<file path="src/hdl/htdc_pkg.sv">
`timescale 1ns / 1ps
// ----------------------------------------------------------------------------
// htdc_pkg
// Shared types, constants and the month-length ROM of the tabular Hijri
// date converter.
// ----------------------------------------------------------------------------
package htdc_pkg;

  localparam int OFF_W           = 17;
  localparam int ROM_YEARS       = 186;
  localparam int TABLE_YEARS_DEF = 186;

  localparam logic [21:0] START_JDN  = 22'd2396005;
  localparam logic [11:0] START_YEAR = 12'd1264;

  // Reciprocals for division by 30 (shift 23) and by 12 (shift 15)
  localparam logic [18:0] RECIP30 = 19'd279621;
  localparam logic [18:0] RECIP12 = 19'd2731;
  localparam int          SHIFT30 = 23;
  localparam int          SHIFT12 = 15;

  localparam logic [4:0] SHORT_MONTH = 5'd29;

  localparam logic REQ_TO_JDN   = 1'b0;
  localparam logic REQ_TO_HIJRI = 1'b1;

  localparam logic [1:0] ST_OK    = 2'd0;
  localparam logic [1:0] ST_DAY   = 2'd1;
  localparam logic [1:0] ST_RANGE = 2'd2;

  typedef struct packed {
    logic        req_type;
    logic [11:0] hijri_year;
    logic [3:0]  hijri_month;
    logic [4:0]  hijri_day;
    logic [21:0] jdn_in;
  } req_t;

  typedef struct packed {
    logic [21:0] jdn_out;
    logic [11:0] year_out;
    logic [3:0]  month_out;
    logic [4:0]  day_out;
    logic [4:0]  month_length;
    logic [1:0]  status;
  } res_t;

  typedef struct packed {
    logic             ready;
    logic [OFF_W-1:0] end_offset;
  } fill_stat_t;

  localparam logic [11:0] YEAR_MASKS [ROM_YEARS] = '{
    12'hA97, 12'hAAA, 12'hAD5, 12'h594, 12'hBAA, 12'h5B5, 12'h4B6, 12'hA57,
    12'h52B, 12'h6A3, 12'h6D1, 12'hAE9, 12'h56A, 12'hA6D, 12'h52D, 12'hC95,
    12'hE4A, 12'hEA5, 12'h6B4, 12'h9BA, 12'h53B, 12'h25B, 12'h52B, 12'hA55,
    12'hAAA, 12'hB59, 12'h574, 12'h97A, 12'h4BA, 12'hA5A, 12'hD34, 12'hEB1,
    12'h6D8, 12'hAEC, 12'h55C, 12'hA6E, 12'h536, 12'hAA6, 12'hB52, 12'hBA9,
    12'h3B4, 12'h9DA, 12'h55A, 12'hAAA, 12'hD4A, 12'hEA5, 12'h752, 12'hB69,
    12'h5B4, 12'hAAD, 12'h656, 12'hD26, 12'hE92, 12'hF49, 12'h754, 12'hB5A,
    12'h99B, 12'h49B, 12'h94B, 12'hB25, 12'hD52, 12'hD6A, 12'h56D, 12'h2B6,
    12'hA37, 12'h49B, 12'h64D, 12'h6AA, 12'hB55, 12'h35C, 12'h96E, 12'h4AF,
    12'h257, 12'h32B, 12'h595, 12'h3AA, 12'h5D9, 12'h2DA, 12'h95D, 12'h2AB,
    12'h555, 12'h6C9, 12'h6E4, 12'hB6A, 12'h5B5, 12'h2B6, 12'h996, 12'hD4A,
    12'hDC5, 12'h752, 12'h7A5, 12'h36A, 12'h9AD, 12'h54D, 12'hA95, 12'hD49,
    12'hDA5, 12'h5B2, 12'hAD5, 12'h556, 12'hA57, 12'h52B, 12'h695, 12'hB4A,
    12'hB65, 12'h56B, 12'h2AD, 12'h54E, 12'hC97, 12'h54B, 12'h6A5, 12'h6D2,
    12'hAD9, 12'h4DD, 12'h257, 12'h92D, 12'hA95, 12'hB52, 12'hB69, 12'h374,
    12'h976, 12'h4B7, 12'h257, 12'h54B, 12'h6A5, 12'h6D2, 12'hAEA, 12'h4ED,
    12'h26D, 12'h935, 12'hD25, 12'hD51, 12'hBA9, 12'h5D4, 12'hAB5, 12'h536,
    12'hA97, 12'h64A, 12'hEA5, 12'h752, 12'hBA9, 12'h5B5, 12'h2B5, 12'hA56,
    12'hD26, 12'hE53, 12'h6A9, 12'hD54, 12'hD56, 12'hA57, 12'h4A7, 12'hC47,
    12'hD26, 12'hE54, 12'hDA6, 12'h567, 12'h2B6, 12'h937, 12'h497, 12'h655,
    12'hAAA, 12'hB65, 12'h2EC, 12'h975, 12'h46E, 12'hA36, 12'hCA6, 12'hD52,
    12'hDD2, 12'h5D5, 12'h2DA, 12'h55D, 12'h4AB, 12'h693, 12'h749, 12'h7A4,
    12'hBB2, 12'h5B5, 12'h2B6, 12'h65A, 12'hD2A, 12'hE94, 12'hED1, 12'h6E8,
    12'hAEA, 12'h95C
  };

  // Long-month flag of zero-based month mon in table year yr; years past
  // the ROM read as all short months.
  function automatic logic htdc_long_month(input logic [7:0] yr, input logic [3:0] mon);
    logic [11:0] mask;
    mask = 12'd0;
    if (int'(yr) < ROM_YEARS) begin
      mask = YEAR_MASKS[yr];
    end
    return mask[4'd11 - mon];
  endfunction

endpackage

</file>
<file path="src/hdl/htdc_fill.sv">
`timescale 1ns / 1ps
// ----------------------------------------------------------------------------
// htdc_fill
// Walks the month-length ROM once after reset and streams the cumulative
// month-start offsets into the offset memory, one entry per cycle.
// ----------------------------------------------------------------------------
module htdc_fill #(
  parameter int TABLE_YEARS = htdc_pkg::TABLE_YEARS_DEF,
  parameter int AW          = $clog2(TABLE_YEARS * 12 + 1)
) (
  input  logic                        clk_i,
  input  logic                        rst_ni,
  output logic                        wr_en_o,
  output logic [AW-1:0]               wr_addr_o,
  output logic [htdc_pkg::OFF_W-1:0]  wr_data_o,
  output htdc_pkg::fill_stat_t        stat_o
);
  import htdc_pkg::*;

  localparam int NUM_MONTHS = TABLE_YEARS * 12;

  logic [AW-1:0]    m_q;
  logic [3:0]       mon_q;
  logic [7:0]       yr_q;
  logic [OFF_W-1:0] acc_q;
  logic             ready_q;
  logic [OFF_W-1:0] end_q;
  logic             long_m;

  assign long_m = htdc_long_month(yr_q, mon_q);

  always_ff @(posedge clk_i or negedge rst_ni) begin
    if (!rst_ni) begin
      m_q     <= '0;
      mon_q   <= '0;
      yr_q    <= '0;
      acc_q   <= '0;
      ready_q <= 1'b0;
      end_q   <= '0;
    end else if (!ready_q) begin
      if (m_q == AW'(NUM_MONTHS)) begin
        ready_q <= 1'b1;
        end_q   <= acc_q;
      end else begin
        m_q   <= m_q + 1'b1;
        acc_q <= acc_q + OFF_W'(SHORT_MONTH) + OFF_W'(long_m);
        if (mon_q == 4'd11) begin
          mon_q <= '0;
          yr_q  <= yr_q + 1'b1;
        end else begin
          mon_q <= mon_q + 1'b1;
        end
      end
    end
  end

  assign wr_en_o           = !ready_q;
  assign wr_addr_o         = m_q;
  assign wr_data_o         = acc_q;
  assign stat_o.ready      = ready_q;
  assign stat_o.end_offset = end_q;

endmodule

</file>
<file path="config.mk">
export PLATFORM = sky130hd
export DESIGN_NAME = htdc_fill
export DESIGN_NICKNAME = d
export VERILOG_FILES = /design/src/hdl/htdc_pkg.sv /design/src/hdl/htdc_fill.sv
export SDC_FILE = /design/constraint.sdc
export NUM_CORES = 1
export LEC_CHECK = 0
export BUFFER_PORTS_ARGS = -buffer_cell sky130_fd_sc_hd__buf_2
export CAP_MARGIN = 20
export CORE_UTILIZATION = 40
export CTS_BUF_LIST = sky130_fd_sc_hd__clkbuf_4 sky130_fd_sc_hd__clkbuf_8
export DETAILED_ROUTE_END_ITERATION = 8
export MAX_ROUTING_LAYER = met4
export REMOVE_ABC_BUFFERS = 1
export SETUP_SLACK_MARGIN = 0.4
export SYNTH_ARGS = -nofsm -noshare
export SYNTH_HDL_FRONTEND = slang
export SYNTH_SLANG_ARGS = --single-unit
</file>
<file path="constraint.sdc">
create_clock -name clk_i -period 4.3 [get_ports clk_i]
set_input_delay 0.215 -clock clk_i [delete_from_list [all_inputs] [get_ports clk_i]]
set_output_delay 0.215 -clock clk_i [all_outputs]
set_load 0.005 [all_outputs]
</file>
==> results.md, run 1 <==
* Ys Warns at 0
* Worst Skew at 10.6 ps
* CTS clk-pin slew, worst paths at 80 ps
* Max Cap Violations at 0
* Final WL at 28.6 mm
* Worst-Margin Slew at 772 ps
* Routed Antenna Nets at 0
* Share of total power in combinational logic at 0.011
* Fillers at 1537
* Die span in y at 129 um
* Utilization after layout at 0.501
* Lkg Pwr at 3.38 nW
* Tcrit/Tclk final at 0.940
* Post-synth ARST share at 1.00
* Power, Total at 1.08 mW
* Final Hold Vio Count at 0
* NumNets Final at 960
* NetSw at 249 uW
* Switch share at 0.232
* Mapped Area at 6450 um^2
* WL/cell at 24.9 um
* Root Driver: clkbuf_8
* DR iter-0 viols at 1182
* Fin cells at 1151
* Setup violations, final at 0
* DIE WIDTH at 129 um
* Period minus WS final at 4040 ps
* TritonCTS clock tree: done
* Crit path DAT at 4300 ps
* First-pass GRT wire length at 42.9 mm
* Register area at 1490 um^2
* Int Pwr at 826 uW
* # rows at 46
* Outcome: complete, no violations
* Initial Util at 0.407
* Crit path capture type: flip-flop
* Ys flop type: dfrtp_1
* Element type at the critical path start: flip-flop
* Vias per cell at 6.73
* Die area at 16600 um^2
* Hold Crit Class: in2async
* Clk buf depth at 2
* CP Max Fanout at 8
* Cell variety after synth at 76
* Post-synth EDFFs at 0
* Vias in the first global route at 7050
* Max-slew violations at 0
* Post-synthesis average cell area at 7.71 um^2
* Mapped Cells at 836
* Seq pwr share at 0.516
* Drt drc at 0
* VDD IR-drop max at 0.000129 V
* Via count at 7750
* Top Ports at 50
* Worst slew margin at 0.486
* WP data required at 4560 ps
* DR pass1 iterations at 6
* Pwr dens at 136 nW/um^2
* GP Congestion at 1.13
* Post-detail-place hpwl at 19.6 mm
* Grt ovf at 0
* Max Freq at 247 MHz
* Clk sink count at 59
* Placed Instances at 1120
* RSZ-0062 raised after global routing: true
* Final setup margin at 258 ps
* Syn-to-layout area delta at 23.1%
* Critical setup path kind: reg2reg
* Initial antenna violation count at 1
* IO Port Bufs at 49
* Worst skew pair latency at 330 ps
* Clock share of power at 0.473
* TritonCTS Buffers at 9
* Core Region at 15800 um^2
* CTS H-tree lvls at 3
* Multi-input logic area at 4580 um^2
* Synth Register Bits at 59
* Share of cells above drive strength 1 at 0.267
* Largest net degree at the start of global routing at 79
* Worst slack, placed at -56.9 ps
* Register area share after synthesis at 0.229
* GRT Overall Usage at 0.358
## path summary, 6_finish.rpt
kind                                    start             to  slack [ps]  depth (start not counted)
worst max-delay path                  yr_q[1]  wr_data_o[14]         260                         20
worst min-delay path                   rst_ni   wr_addr_o[9]         430                          2
worst max register to register        yr_q[1]  wr_data_o[14]         260                         20
worst min register to register  wr_addr_o[11]  wr_addr_o[11]         480                          1
max in group asynchronous              rst_ni        yr_q[3]        2990                          3
min in group clk_i              wr_addr_o[11]  wr_addr_o[11]         480                          1
## through the flow
stage	cell area (um^2)	setup TNS [ps]	hold slack, ps
CTS	7800	0	440
detailed placement	7380	-58.2	268
global placement	7380	-30.8	263
finish	7940	0	428
floorplan	5990	-39680	-80.6
global route	7940	0	470
## power by group through the flow
stage	sequential (mW)	combinational, mW	clock [mW]
floorplan	0.566	0.00000164	0
CTS	0.554	0.0130	0.526
global route	0.554	0.0143	0.549
global placement	0.565	0.0123	0
detailed placement	0.565	0.0124	0
finish	0.555	0.0120	0.509
## final cells by class
class	count	share of cell area
Antenna cell	1	0.000315
Inverter	21	0.0106
Sequential cell	59	0.187
Multi-Input combinational cell	672	0.578
Clock buffer	9	0.0156
Tap cell	216	0.0341
Clock inverter	7	0.00962
Timing Repair Buffer	166	0.165
## sequential cells by signal, summed over array words and instances (netlist names)
name	count
end_q	17
mon_q	4
wr_addr_o	12
wr_data_o	17
yr_q	8
ready_q	1
## metal layers
metal  GRT usage  wire (um)  vias up
met1       0.444      10700     3530
met5           -          0        -
li1            -          -     3298
met4       0.263       2760        0
met2       0.504      11500      707
met3      0.0844       3660      215
## placed cells by master, fill, tap and decap left out, drive strengths merged, types with 12 or more instances in the layout
master  instances
mux2           19
nand2b         29
ha             29
a211oi         13
a311oi         14
nor2           56
a21oi          52
xor2           12
nor3           29
dfrtp          59
nand3          29
inv            20
buf           163
xnor2          23
nor2b          27
o211ai         14
nand2          70
o21ai          65
a31oi          18
## timing repair
item	CTS	global route
pin swaps	4	12
cloned	3	0
hold buffers	1	0
resized for setup	19	21
setup endpoints to repair	12	13
hold endpoints to repair	27	0
buffers inserted	5	5
## cells in the mapped netlist (5+ instances only)
cell | count | area, um^2
o21ai_0 | 62 | 310
a21oi_1 | 52 | 260
xnor2_1 | 23 | 201
nand3b_1 | 6 | 45.0
buf_2 | 33 | 165
dfrtp_1 | 59 | 1480
o31ai_1 | 7 | 52.6
nor2b_1 | 27 | 169
buf_4 | 12 | 90.1
and2_1 | 9 | 56.3
nor3_1 | 29 | 145
buf_6 | 7 | 78.8
nand2b_1 | 29 | 181
a311oi_1 | 14 | 123
nor3b_1 | 5 | 37.5
clkbuf_1 | 30 | 113
ha_1 | 29 | 363
xor2_1 | 12 | 105
o211ai_1 | 14 | 105
inv_1 | 19 | 71.3
a221oi_1 | 10 | 87.6
nor4_1 | 7 | 43.8
o221ai_1 | 10 | 87.6
a211oi_1 | 13 | 97.6
nand2_1 | 70 | 263
or3_1 | 10 | 62.6
a31oi_1 | 17 | 106
o311ai_0 | 5 | 43.8
nor2_1 | 55 | 206
mux2i_1 | 6 | 60.1
nand4_1 | 11 | 68.8
nand3_1 | 29 | 145
mux2_2 | 19 | 214
and3_1 | 8 | 50.1
## worst max-delay path: stages, from the launching register on
cell and delay, ps:
dfrtp_1 410, inv_1 70, buf_6 150, ha_4 340
buf_12 140, nor2b_2 50, or4_1 470, and3_4 190
o211a_1 130, nor4_2 230, nand4b_1 140, o21a_1 140
o2111ai_2 230, ha_2 230, inv_2 50, ha_4 150
or4_4 430, nand3_4 130, nor2_4 50, nand4_1 100
xnor2_1 120
## logic make-up after synthesis
logic type                 Yosys count  share of synthesized area
DFF                                 59                      0.229
and+or+nand+nor                    313                      0.251
AOI/OAI and AO/OA                  269                      0.288
xor gates and xnor gates            35                     0.0475
muxes                               26                     0.0460
adders and majority gates           29                     0.0563
buffers and inverters              105                     0.0827
(Power assumes the default switching activity.)
==> inputs of run 2 (changes only) <==
- CORE_UTILIZATION: 40 -> 51
- PLACE_DENSITY: default -> 0.72
==> run 2 against run 1 <==
The run now ends with design-rule violations, negative setup slack left. Sequential share of layout area shrank 0.66 points. Final area grew 3.8%. Critical path depth shrank 3. Sequential cell count is the same. Global-route usage grew 12 points. Combinational power is essentially flat. Cell count shrank 3.2%. Sequential power is essentially flat. Die area shrank 21%. Clock power is essentially flat. Worst hold slack gained 67 ps. Clock skew grew 3.2 ps. Critical path type unchanged.
==> results.md, run 2 (synthesis results as in run 1) <==
* TritonCTS Buffers at 9 (unchanged)
* DR pass1 iterations at 9 (was 6)
* Largest net degree at the start of global routing at 55 (was 79)
* Root Driver: clkbuf_8 (unchanged)
* CTS H-tree lvls at 3 (unchanged)
* DR iter-0 viols at 1498 (was 1182)
* Fin cells at 1114 (was 1151)
* Initial antenna violation count at 2 (was 1)
* Crit path capture type: flip-flop (unchanged)
* Post-detail-place hpwl at 20.5 mm (was 19.6 mm)
* Setup violations, final at 1 (was 0)
* Grt ovf at 0 (unchanged)
* GP Congestion at 1.19 (was 1.13)
* CTS clk-pin slew, worst paths at 70 ps (was 80 ps)
* Period minus WS final at 4310 ps (was 4040 ps)
* Element type at the critical path start: flip-flop (unchanged)
* Drt drc at 4 (was 0)
* Die span in y at 114 um (was 129 um)
* Failing checks: design-rule violations, negative setup slack
* Worst-Margin Slew at 1080 ps (was 772 ps)
* Pwr dens at 130 nW/um^2 (was 136 nW/um^2)
* Placed Instances at 1064 (was 1120)
* Vias in the first global route at 7515 (was 7050)
* Vias per cell at 7.40 (was 6.73)
* Final Hold Vio Count at 0 (unchanged)
* Clk sink count at 59 (unchanged)
* Syn-to-layout area delta at 27.8% (was 23.1%)
* # rows at 40 (was 46)
* Max Freq at 232 MHz (was 247 MHz)
* Hold Crit Class: in2async (unchanged)
* Outcome: finished, violations left (was complete, no violations)
* NumNets Final at 970 (was 960)
* Worst Skew at 13.8 ps (was 10.6 ps)
* Max-slew violations at 0 (unchanged)
* Tcrit/Tclk final at 1.00 (was 0.940)
* Worst slew margin at 0.270 (was 0.486)
* Core Region at 12200 um^2 (was 15800 um^2)
* Initial Util at 0.530 (was 0.407)
* Top Ports at 50 (unchanged)
* Final WL at 31.4 mm (was 28.6 mm)
* Die area at 13100 um^2 (was 16600 um^2)
* CP Max Fanout at 14 (was 8)
* GRT Overall Usage at 0.475 (was 0.358)
* Setup tns final at -8.46 ps (was 0 ps)
* Power, Total at 1.07 mW (was 1.08 mW)
* Flop2flop setup slack at -8 ps (was 260 ps)
* Crit path DAT at 4520 ps (was 4300 ps)
* Share of cells above drive strength 1 at 0.310 (was 0.267)
* DIE WIDTH at 114 um (was 129 um)
* First-pass GRT wire length at 44.7 mm (was 42.9 mm)
* Routed Antenna Nets at 0 (unchanged)
* Critical setup path kind: reg2reg (unchanged)
* IO Port Bufs at 49 (unchanged)
* Clk buf depth at 2 (unchanged)
* Most frequent cells in the layout: buf_4, nand2_1, o21ai_0 (unchanged)
* Worst skew pair latency at 340 ps (was 330 ps)
* Final setup margin at -8.46 ps (was 258 ps)
* WL/cell at 28.2 um (was 24.9 um)
* TritonCTS clock tree: done (unchanged)
* Commonest non-fill, non-tap cell in the layout: buf_4 (unchanged)
* Via count at 8241 (was 7750)
* RSZ-0062 raised after global routing: true (unchanged)
* WP data required at 4510 ps (was 4560 ps)
* VDD IR-drop max at 0.000134 V (was 0.000129 V)
* Max Cap Violations at 0 (unchanged)
* Lkg Pwr at 3.52 nW (was 3.38 nW)
run 2: cell types whose count changed in the layout (fill, tap and decap cells not counted), sizes merged, moves of 2 or more:
cell    delta
buf        +9
bufbuf     -2
clkbuf     +5
clkinv     -2
run 2: path summary, 6_finish.rpt:
| path | startpoint | end | cells past startpoint |
|---|---|---|---|
| max | yr_q[2] | wr_data_o[11] | 17 |
| min | rst_ni | wr_addr_o[2] | 2 |
| max reg2reg | yr_q[2] | wr_data_o[11] | 17 |
| min reg2reg | wr_addr_o[5] | wr_addr_o[5] | 1 |
| max in group asynchronous | rst_ni | yr_q[4] | 3 |
| min in group clk_i | wr_addr_o[5] | wr_addr_o[5] | 1 |
run 2: worst max-delay path: stages, from the launching register on:
cell and delay (ps):
dfrtp_4 490, buf_4 170, buf_16 160, buf_4 170
or2_2 390, a311oi_1 860, a31oi_1 90, a21oi_1 220
o21ai_0 140, a22oi_2 230, o2111ai_2 140, ha_2 220
nor2b_2 130, nor4_1 60, nor2_1 250, nand3_2 160
buf_4 180, xnor2_1 110
run 2: cell type report:
cell class | instances | area (um^2)
Timing Repair Buffer | 176 | 1460
Tap cell | 168 | 210
Antenna cell | 2 | 5.00
Inverter | 21 | 83.8
Sequential cell | 59 | 1490
Multi-Input combinational cell | 672 | 4790
Clock inverter | 5 | 52.6
Clock buffer | 11 | 145
Fill cell | 959 | 3920
run 2: metrics by stage:
stage          hold slack, ps  utilization  setup slack [ps]  instance area [um^2]
6_report                  495        0.677             -8.46                  8240
5_1_grt                   515        0.677             -26.7                  8240
4_1_cts                   496        0.635               396                  7720
3_5_place_dp              320        0.595               136                  7230
3_3_place_gp              308        0.595               137                  7230
2_1_floorplan           -80.6            -             -2570                  5990
run 2: what timing repair did:
action                                  4_1_cts  5_1_grt
buffers inserted                              8       19
resized for setup                            50       62
pin swaps                                     5       19
hold endpoints to repair                     33        0
hold buffers                                  1        0
endpoints found under the setup margin       11       13
cloned                                        0        4
run 2: routing by layer:
metal  share of wire  track usage  vias up
met5               0            -        -
met2            0.41        0.695      905
met1            0.33        0.557     3730
met3            0.16        0.142      291
li1                -            -     3315
met4           0.096        0.333        0
run 2: power by group:
part | switching [mW] | internal (mW)
Combinational | 0.0105 | 0.00150
Sequential | 0 | 0.555
Clock | 0.220 | 0.287
